--- config.mk ---
export PLATFORM = sky130hd
export DESIGN_NAME = prc_cfg
export DESIGN_NICKNAME = d
export VERILOG_FILES = /design/src/rtl/core/prc_pkg.sv /design/src/rtl/core/prc_cfg.sv
export SDC_FILE = /design/constraint.sdc
export NUM_CORES = 1
export LEC_CHECK = 0
export BUFFER_PORTS_ARGS = -buffer_cell sky130_fd_sc_hd__buf_2
export CORE_ASPECT_RATIO = 0.7
export CORE_MARGIN = 3
export CORE_UTILIZATION = 51
export DETAILED_ROUTE_END_ITERATION = 6
export GPL_TIMING_DRIVEN = 0
export PLACE_DENSITY = 0.82
export REMOVE_ABC_BUFFERS = 1
export SKIP_CTS_REPAIR_TIMING = 1
export SLEW_MARGIN = 20
export SYNTH_ARGS = -nofsm -noshare
export SYNTH_HDL_FRONTEND = slang
export SYNTH_SLANG_ARGS = --single-unit
--- constraint.sdc ---
create_clock -name i_clk -period 1.7 [get_ports i_clk]
set_input_delay 0.085 -clock i_clk [delete_from_list [all_inputs] [get_ports i_clk]]
set_output_delay 0.085 -clock i_clk [all_outputs]
set_load 0.005 [all_outputs]
--- src/rtl/core/prc_pkg.sv ---
// ----------------------------------------------------------------------------
// prc_pkg
// Shared types, constants and helpers of the perspective remap coordinate
// generator.
// ----------------------------------------------------------------------------
package prc_pkg;

    localparam int SUB_BITS_DEF   = 5;
    localparam int COORD_BITS_DEF = 12;
    localparam int COEF_W         = 32;
    localparam int FIELD_W        = 12;
    localparam int QUO_W          = 33;
    localparam int PRE_SHIFT      = 6;
    localparam int MAP_W          = 16;
    localparam int ALPHA_W        = 10;
    localparam int CFG_AW         = 6;
    localparam int CFG_DW         = 64;

    typedef enum logic [2:0] {
        REG_M0_M1 = 3'd0,
        REG_M2_M3 = 3'd1,
        REG_M4_M5 = 3'd2,
        REG_M6_M7 = 3'd3,
        REG_M8    = 3'd4,
        REG_MODE  = 3'd5
    } t_reg_idx;

    typedef struct packed {
        logic signed [COEF_W-1:0] m0;
        logic signed [COEF_W-1:0] m1;
        logic signed [COEF_W-1:0] m2;
        logic signed [COEF_W-1:0] m3;
        logic signed [COEF_W-1:0] m4;
        logic signed [COEF_W-1:0] m5;
        logic signed [COEF_W-1:0] m6;
        logic signed [COEF_W-1:0] m7;
        logic signed [COEF_W-1:0] m8;
        logic                     interp;
    } t_coef;

    function automatic logic signed [MAP_W-1:0] sat16(input logic signed [COEF_W-1:0] v);
        logic signed [MAP_W-1:0] res;
        if (v > 32'sd32767) begin
            res = 16'sh7FFF;
        end else if (v < -32'sd32768) begin
            res = 16'sh8000;
        end else begin
            res = v[MAP_W-1:0];
        end
        return res;
    endfunction

endpackage

--- src/rtl/core/prc_cfg.sv ---
// ----------------------------------------------------------------------------
// prc_cfg
// APB register file holding the homography coefficients and the mode.
// ----------------------------------------------------------------------------
module prc_cfg
    import prc_pkg::*;
(
    input  logic              i_clk,
    input  logic              i_rst_n,
    input  logic              psel,
    input  logic              penable,
    input  logic              pwrite,
    input  logic [CFG_AW-1:0] paddr,
    input  logic [CFG_DW-1:0] pwdata,
    output logic [CFG_DW-1:0] prdata,
    output logic              pready,
    output t_coef             o_coef
);

    // Identity homography in nearest mode.
    localparam t_coef COEF_RST = '{
        m0: 32'sh0100_0000,
        m4: 32'sh0100_0000,
        m8: 32'sh0100_0000,
        default: '0
    };

    t_coef    r_coef;
    t_coef    n_coef;
    t_reg_idx idx;

    assign idx    = t_reg_idx'(paddr[CFG_AW-1:3]);
    assign pready = 1'b1;
    assign o_coef = r_coef;

    always_comb begin
        n_coef = r_coef;
        if (psel && penable && pwrite) begin
            unique case (idx)
                REG_M0_M1: begin
                    n_coef.m0 = pwdata[31:0];
                    n_coef.m1 = pwdata[63:32];
                end
                REG_M2_M3: begin
                    n_coef.m2 = pwdata[31:0];
                    n_coef.m3 = pwdata[63:32];
                end
                REG_M4_M5: begin
                    n_coef.m4 = pwdata[31:0];
                    n_coef.m5 = pwdata[63:32];
                end
                REG_M6_M7: begin
                    n_coef.m6 = pwdata[31:0];
                    n_coef.m7 = pwdata[63:32];
                end
                REG_M8:   n_coef.m8     = pwdata[31:0];
                REG_MODE: n_coef.interp = pwdata[0];
                default: ;
            endcase
        end
    end

    always_comb begin
        unique case (idx)
            REG_M0_M1: prdata = {r_coef.m1, r_coef.m0};
            REG_M2_M3: prdata = {r_coef.m3, r_coef.m2};
            REG_M4_M5: prdata = {r_coef.m5, r_coef.m4};
            REG_M6_M7: prdata = {r_coef.m7, r_coef.m6};
            REG_M8:    prdata = {{32{r_coef.m8[31]}}, r_coef.m8};
            REG_MODE:  prdata = {63'd0, r_coef.interp};
            default:   prdata = '0;
        endcase
    end

    always_ff @(posedge i_clk) begin
        if (!i_rst_n) begin
            r_coef <= COEF_RST;
        end else begin
            r_coef <= n_coef;
        end
    end

endmodule

==> results of run 1 <==
per-layer routing:
layer | vias to the layer above | track usage (%) | share of wire, %
li1 | 5598 | - | -
met3 | 113 | 8.567 | 9.6
met1 | 5917 | 37.14 | 40
met4 | 0 | 8.471 | 2.9
met5 | - | 0 | 0
met2 | 622 | 48.69 | 47
final timing paths:
kind | startpoint | cells past startpoint | slack (ns) | endpoint
min | i_rst_n | 2 | 0.005 | o_coef[153]$_SDFFE_PN1P_
max | o_coef[32]$_SDFFE_PN0P_ | 5 | -0.15 | prdata[31]
min reg2reg | o_coef[26]$_SDFFE_PN0P_ | 2 | 0.47 | o_coef[26]$_SDFFE_PN0P_
max reg2reg | o_coef[32]$_SDFFE_PN0P_ | 3 | 0.84 | o_coef[32]$_SDFFE_PN0P_
power groups by stage:
| stage | Sequential [W] | Clock (W) | Combinational, W |
|---|---|---|---|
| 2_1_floorplan | 0.00701 | 0 | 0.000343 |
| 3_3_place_gp | 0.00701 | 0 | 0.000898 |
| 3_5_place_dp | 0.00701 | 0 | 0.000965 |
| 4_1_cts | 0.00686 | 0.00657 | 0.000968 |
| 5_1_grt | 0.00686 | 0.00682 | 0.00126 |
| 6_report | 0.00686 | 0.00651 | 0.00119 |
layout make-up:
class	count	area share, %
well taps	325	2.303
clock inverters	11	0.9352
multi-input cells	930	38.08
repair buffers	550	21.39
inverters	1	0.02126
flip-flops and latches	289	32.79
clock buffers	39	4.478
stage by stage:
stage	instances	area (µm²)	util (%)	hold slack, ns
global placement	1968	14900	60.06	0.3766
detailed placement	1992	15510	62.55	0.3886
floorplan	1219	12370	-	0.1496
finish	2145	17660	71.20	0.005467
CTS	2042	16470	66.40	-0.1914
global route	2145	17660	71.20	0.01164
kinds of logic (layout without fill, tap and decap cells):
logic type             Yosys count  count (layout)
muxes                          376             376
DFF                            289             289
AOI/OAI and AO/OA              182             182
other                            1               1
buffers and inverters          121             601
and+or+nand+nor                370             371
cells in the mapped netlist:
| master | count | area [µm²] |
|---|---|---|
| sky130_fd_sc_hd__mux2i_1 | 353 | 3533 |
| sky130_fd_sc_hd__nand2_1 | 351 | 1318 |
| sky130_fd_sc_hd__dfxtp_1 | 289 | 5786 |
| sky130_fd_sc_hd__clkbuf_1 | 68 | 255.2 |
| sky130_fd_sc_hd__o2bb2ai_1 | 41 | 359.1 |
| sky130_fd_sc_hd__a22oi_1 | 30 | 225.2 |
| sky130_fd_sc_hd__o21ai_0 | 28 | 140.1 |
| sky130_fd_sc_hd__o21a_1 | 25 | 187.7 |
| sky130_fd_sc_hd__buf_4 | 24 | 180.2 |
| sky130_fd_sc_hd__mux2_2 | 23 | 259.0 |
| sky130_fd_sc_hd__o22ai_1 | 22 | 137.6 |
| sky130_fd_sc_hd__buf_2 | 20 | 100.1 |
| sky130_fd_sc_hd__a221o_1 | 16 | 160.2 |
| sky130_fd_sc_hd__a21oi_1 | 14 | 70.07 |
| sky130_fd_sc_hd__buf_6 | 5 | 56.30 |
| sky130_fd_sc_hd__nor2_1 | 4 | 15.01 |
| sky130_fd_sc_hd__nor2_4 | 3 | 33.78 |
| sky130_fd_sc_hd__nor2b_1 | 3 | 18.77 |
| sky130_fd_sc_hd__and3b_1 | 2 | 17.52 |
| sky130_fd_sc_hd__buf_1 | 2 | 7.510 |
| sky130_fd_sc_hd__nand2b_1 | 2 | 12.51 |
| sky130_fd_sc_hd__o311ai_0 | 2 | 17.52 |
| sky130_fd_sc_hd__clkbuf_2 | 1 | 5.000 |
| sky130_fd_sc_hd__conb_1 | 1 | 3.750 |
| sky130_fd_sc_hd__inv_1 | 1 | 3.750 |
| sky130_fd_sc_hd__nand4_1 | 1 | 6.260 |
| sky130_fd_sc_hd__nand4b_1 | 1 | 8.760 |
| sky130_fd_sc_hd__nor2_2 | 1 | 6.260 |
| sky130_fd_sc_hd__o211ai_1 | 1 | 7.510 |
| sky130_fd_sc_hd__o211ai_2 | 1 | 12.51 |
| sky130_fd_sc_hd__o221ai_1 | 1 | 8.760 |
| sky130_fd_sc_hd__o31ai_1 | 1 | 7.510 |
| sky130_fd_sc_hd__or2_0 | 1 | 6.260 |
| sky130_fd_sc_hd__or2_1 | 1 | 6.260 |
==> impl_results.rst, run 1 <==
.. list-table::
   :header-rows: 1

   * - Metric
     - Value
   * - First-pass GRT wire length
     - 65400 µm
   * - Routed WL per cell
     - roughly 21 µm
   * - Share of the cycle needed by the critical path after routing
     - 109.0%
   * - Fill cell total of the finished layout
     - 1798
   * - Endpoint kind of the worst setup timing path
     - output port
   * - Slew at the pin closest to its max-slew limit
     - 0.5851 ns
   * - Synthesized-area fraction occupied by xor and xnor cells
     - 0%
   * - Number of antenna violations at the first check in global routing
     - 0
   * - Area of the multi-input gates
     - 6725 µm²
   * - DIE AREA
     - 27420 µm²
   * - PD cells
     - ~800 nW/µm²
   * - Crit path kind
     - flop to output port
   * - I/O Pins
     - around 430
   * - Width of the die
     - ~200 µm
   * - Count of antenna diodes in the layout
     - 0
   * - Via Count
     - 12250
   * - Signal arrival time at the worst endpoint
     - between 1.5 and 2 ns
   * - Clock-pin slew of the registers on the worst-case setup and hold paths
     - 0.07 ns
   * - Area taken by flip-flops and latches
     - 5791 µm²
   * - Nets@finish
     - 1874
   * - Final Max Tran Viols
     - 0
   * - Clock buffer depth
     - 3
   * - Clock sink count
     - approximately 290
   * - Req. time, crit path
     - 1.62 ns
   * - Minimum period implied by the final worst setup slack
     - 1.853 ns
   * - Mapped Cells
     - 1339
   * - Power share of the sequential group
     - 47.1%
   * - IR drop worst, VDD
     - between 0.8 and 0.9 mV
   * - Synthesized flop and latch total
     - 289
   * - Clock latency reported for the late side of the worst-skew pair
     - 0.53 ns
   * - Half-perimeter wire length after detailed placement
     - 29560 µm
   * - Switching part of the total
     - approximately a quarter
   * - Area growth from synthesis to final layout
     - 36.13%
   * - Net Sw Power
     - 0.003403 W
   * - Detailed-route wire length
     - between 40000 and 50000 µm
   * - Achievable clock frequency
     - 539.5 MHz
   * - Count of nets left with antenna violations after detail routing
     - 0
   * - Commonest cells after routing, fill and taps aside
     - sky130_fd_sc_hd__buf_2 (420), sky130_fd_sc_hd__nand2_1 (351), sky130_fd_sc_hd__mux2i_1 (349), sky130_fd_sc_hd__dfxtp_1 (287), sky130_fd_sc_hd__dlygate4sd3_1 (64)
   * - RSZ-0062 raised after global routing
     - yes
   * - Relative slew margins
     - 60.99%
   * - Adder and majority cell fraction of the synthesized area
     - 0%
   * - Root Buffer
     - sky130_fd_sc_hd__clkbuf_16
   * - Clock power frac
     - 44.7%
   * - Main combinational cell family by area after synthesis
     - multiplexers
   * - Critical Path, Cell by Cell
     - buf_6 > and3b_2 > a21oi_1 > o22ai_1 > buf_2
   * - Detailed Routing Iterations Pass 1
     - 5
   * - Remaining routing DRC violations
     - 0
   * - Count of different cell masters after synthesis
     - 34
   * - Share of layout cells above drive strength 1
     - approximately a third
   * - YS warnings
     - 0
   * - Maximum level of the CTS H-tree
     - 1
   * - Pre-CTS setup slack
     - -1.132 ns
   * - Area of the core region
     - 24800 µm²
   * - RD Place Congestion
     - just over 0.8
   * - Post-Route Skew
     - 0 ns
   * - Sum of negative setup slack
     - -1.791 ns
   * - Worst Path Buf+Inv
     - 2
   * - Final Power
     - 0.01456 W
   * - Status
     - finished, violations left
   * - GRT Resource Usage Total
     - 29.27%
   * - Number of rows created at floorplan
     - 48
   * - Commonest non-fill, non-tap cell in the layout
     - sky130_fd_sc_hd__buf_2
   * - Tightest Hold Check Type
     - input pin to flop
   * - Maximum cell stage delay along the critical path
     - 0.40 ns
   * - Number of violations of the max-capacitance limit
     - 0
   * - Failing checks
     - negative setup slack
   * - Endpoints failing hold
     - 0
   * - Simple-gate portion of the synthesized area
     - 11.17%
   * - Via count of the first global-routing pass
     - 11360
   * - Mean area per synthesized cell
     - 9.688 µm²
   * - Violation count after the first detailed-routing iteration
     - 770
   * - Routed via count divided by cell count
     - 5.711
   * - Portion of the post-synthesis area used by sequential elements
     - 44.60%
   * - Largest delay contributor family on the critical path
     - flip-flops
   * - CTS buffer count
     - 27
   * - Pin count of the biggest net entering global routing
     - 142
   * - Number of flip-flops under the largest register name
     - 289
   * - Netlist area before placement
     - 12970 µm²
   * - Maximum fanout along the worst path
     - 8
   * - Initial cell density of the core
     - 52.30%
   * - Gr ovfl total
     - 0
   * - Power Internal
     - approximately 0.011 W
   * - Critical Path Slowest Stage Cell
     - sky130_fd_sc_hd__dfxtp_4
   * - Die span in y
     - 139.4 µm
   * - Multiplexer area fraction after synthesis
     - 29.23%
   * - Number of failing setup endpoints in the final timing report
     - 23
   * - Leakage
     - 7.623 nW
   * - Comb pwr share
     - 8.1%
   * - Clock tree from TritonCTS
     - done
   * - Startpoint type of the worst setup path
     - flop
   * - PnR worst setup slack
     - -0.1535 ns
   * - Compound-cell area share of the yosys netlist
     - about a tenth
   * - Number of input and output port buffers inserted
     - 424
Note: power is estimated with default switching activity, not from simulation.
==> run 2: changes to the inputs <==
==> constraint.sdc (replaced) <==
create_clock -name i_clk -period 1.7 [get_ports i_clk]
set_input_delay 0.34 -clock i_clk [delete_from_list [all_inputs] [get_ports i_clk]]
set_output_delay 0.34 -clock i_clk [all_outputs]
set_load 0.005 [all_outputs]
==> impl_results.rst, run 2 (synthesis gave the netlist of run 1 again) <==
.. list-table::
   :header-rows: 1

   * - Metric
     - Value
   * - Leakage
     - 7.704 nW
   * - Via Count
     - 12410
   * - Failing checks
     - negative setup slack
   * - Placed Cells
     - 1992
   * - Detailed-route wire length
     - 47610 µm
   * - Clock latency reported for the late side of the worst-skew pair
     - 0.54 ns
   * - PnR worst setup slack
     - -0.3959 ns
   * - Net Sw Power
     - 0.003457 W
   * - Slew at the pin closest to its max-slew limit
     - approximately 0.57 ns
   * - Final Cell Area
     - 17740 µm²
   * - First-pass GRT wire length
     - 65400 µm
   * - Area of the core region
     - 24800 µm²
   * - Detailed Routing Iterations Pass 1
     - 7
   * - Maximum fanout along the worst path
     - 14
   * - IR drop worst, VDD
     - 0.7786 mV
   * - Routed WL per cell
     - 22.41 µm
   * - Number of violations of the max-capacitance limit
     - 0
   * - Width of the die
     - 196.6 µm
   * - Clock sink count
     - 289
   * - Number of flip-flops under the largest register name
     - 289
   * - Root Buffer
     - sky130_fd_sc_hd__clkbuf_16
   * - GRT Resource Usage Total
     - 29.27%
   * - Number of input and output port buffers inserted
     - 424
   * - Placed inst area
     - 15510 µm²
   * - Power share of the sequential group
     - a little under half
   * - Routed via count divided by cell count
     - 5.840
   * - Clock-pin slew of the registers on the worst-case setup and hold paths
     - approximately 0.070 ns
   * - Commonest cells after routing, fill and taps aside
     - sky130_fd_sc_hd__buf_2 (416), sky130_fd_sc_hd__nand2_1 (350), sky130_fd_sc_hd__mux2i_1 (348), sky130_fd_sc_hd__dfxtp_1 (261), sky130_fd_sc_hd__buf_4 (54)
   * - Clock power frac
     - approximately 45%
   * - Tightest Hold Check Type
     - input pin to flop
   * - Area growth from synthesis to final layout
     - 36.79%
   * - Die span in y
     - about 140 µm
   * - DIE AREA
     - 27420 µm²
   * - I/O Pins
     - ~430
   * - Maximum level of the CTS H-tree
     - 1
   * - Number of rows created at floorplan
     - between 40 and 50
   * - Nets@finish
     - about 1900
   * - Number of antenna violations at the first check in global routing
     - 3
   * - Switching part of the total
     - between 20% and 30%
   * - Crit path kind
     - flop to output port
   * - Violation count after the first detailed-routing iteration
     - 953
   * - RSZ-0062 raised after global routing
     - yes
   * - Count of nets left with antenna violations after detail routing
     - 0
   * - Gr ovfl total
     - 0
   * - Share of the cycle needed by the critical path after routing
     - 123.3%
   * - Final core utilization
     - 71.54%
   * - Pre-CTS setup slack
     - -1.387 ns
   * - Signal arrival time at the worst endpoint
     - 1.76 ns
   * - Half-perimeter wire length after detailed placement
     - 29560 µm
   * - Pin count of the biggest net entering global routing
     - 142
   * - Commonest non-fill, non-tap cell in the layout
     - sky130_fd_sc_hd__buf_2
   * - Power Internal
     - about 0.011 W
   * - Req. time, crit path
     - 1.36 ns
   * - Via count of the first global-routing pass
     - 11360
   * - Post-Route Skew
     - 0 ns
   * - Post-route non-filler standard cell count
     - roughly 2100
   * - Endpoint kind of the worst setup timing path
     - output port
   * - Sum of negative setup slack
     - -13.98 ns
   * - Clock tree from TritonCTS
     - done
   * - Number of failing setup endpoints in the final timing report
     - 64
   * - Comb pwr share
     - 8.5%
   * - CTS buffer count
     - 27
   * - Startpoint type of the worst setup path
     - flop
   * - Endpoints failing hold
     - 0
   * - Relative slew margins
     - 61.85%
   * - PD cells
     - 824.8 nW/µm²
   * - RD Place Congestion
     - between 0.8 and 0.9
   * - Remaining routing DRC violations
     - 0
   * - Final Max Tran Viols
     - 0
   * - Minimum period implied by the final worst setup slack
     - 2.096 ns
   * - Share of layout cells above drive strength 1
     - around 37%
   * - Clock buffer depth
     - 3
   * - Initial cell density of the core
     - between 50 and 60%
   * - Status
     - finished, violations left
   * - Achievable clock frequency
     - 477.1 MHz
==> run 2: area by class of cell <==
type	instances	area, µm²
Multi-Input combinational cell	931	6848
Fill cell	1771	7059
Sequential cell	289	5823
Clock inverter	11	165.2
Tap cell	325	406.6
Antenna cell	3	7.507
Inverter	1	3.754
Timing Repair Buffer	526	3700
Clock buffer	39	790.8
==> run 2: routing by layer <==
layer | wire (µm) | global-route usage, %
met5 | 0 | 0
met4 | 1554 | 8.471
met2 | 21970 | 48.69
met1 | 18570 | 37.14
met3 | 5520 | 8.567
==> run 2: power by group through the flow <==
stage / clock, W / combinational, W / sequential, W
finish: 0.00653 / 0.00125 / 0.00686
global route: 0.00683 / 0.00131 / 0.00686
detailed placement: 0 / 0.000965 / 0.00701
CTS: 0.00657 / 0.000968 / 0.00686
global placement: 0 / 0.000898 / 0.00701
floorplan: 0 / 0.000343 / 0.00701
==> run 2: critical path, stage by stage, from the launching register on <==
cell                      delay, ns
sky130_fd_sc_hd__dfxtp_4       0.43
sky130_fd_sc_hd__and3b_4       0.35
sky130_fd_sc_hd__a21oi_1       0.07
sky130_fd_sc_hd__o22ai_1       0.21
sky130_fd_sc_hd__buf_2         0.16
==> run 2: final timing paths <==
| check | cells after the start | slack (ns) | end | start |
|---|---|---|---|---|
| worst max-delay path | 4 | -0.40 | prdata[50] | o_coef[32]$_SDFFE_PN0P_ |
| worst min-delay path | 3 | 0.08 | o_coef[217]$_SDFFE_PN0P_ | pwdata[24] |
| worst max register to register | 3 | 0.83 | o_coef[32]$_SDFFE_PN0P_ | o_coef[32]$_SDFFE_PN0P_ |
| worst min register to register | 2 | 0.46 | o_coef[145]$_SDFFE_PN0P_ | o_coef[145]$_SDFFE_PN0P_ |
==> run 2: per-stage QoR <==
stage / power (W) / hold slack [ns]
global placement: 0.007909 / 0.4514
CTS: 0.01440 / 0.06361
floorplan: 0.007355 / 0.4046
global route: 0.01500 / 0.08632
finish: 0.01464 / 0.08428
detailed placement: 0.007979 / 0.4634
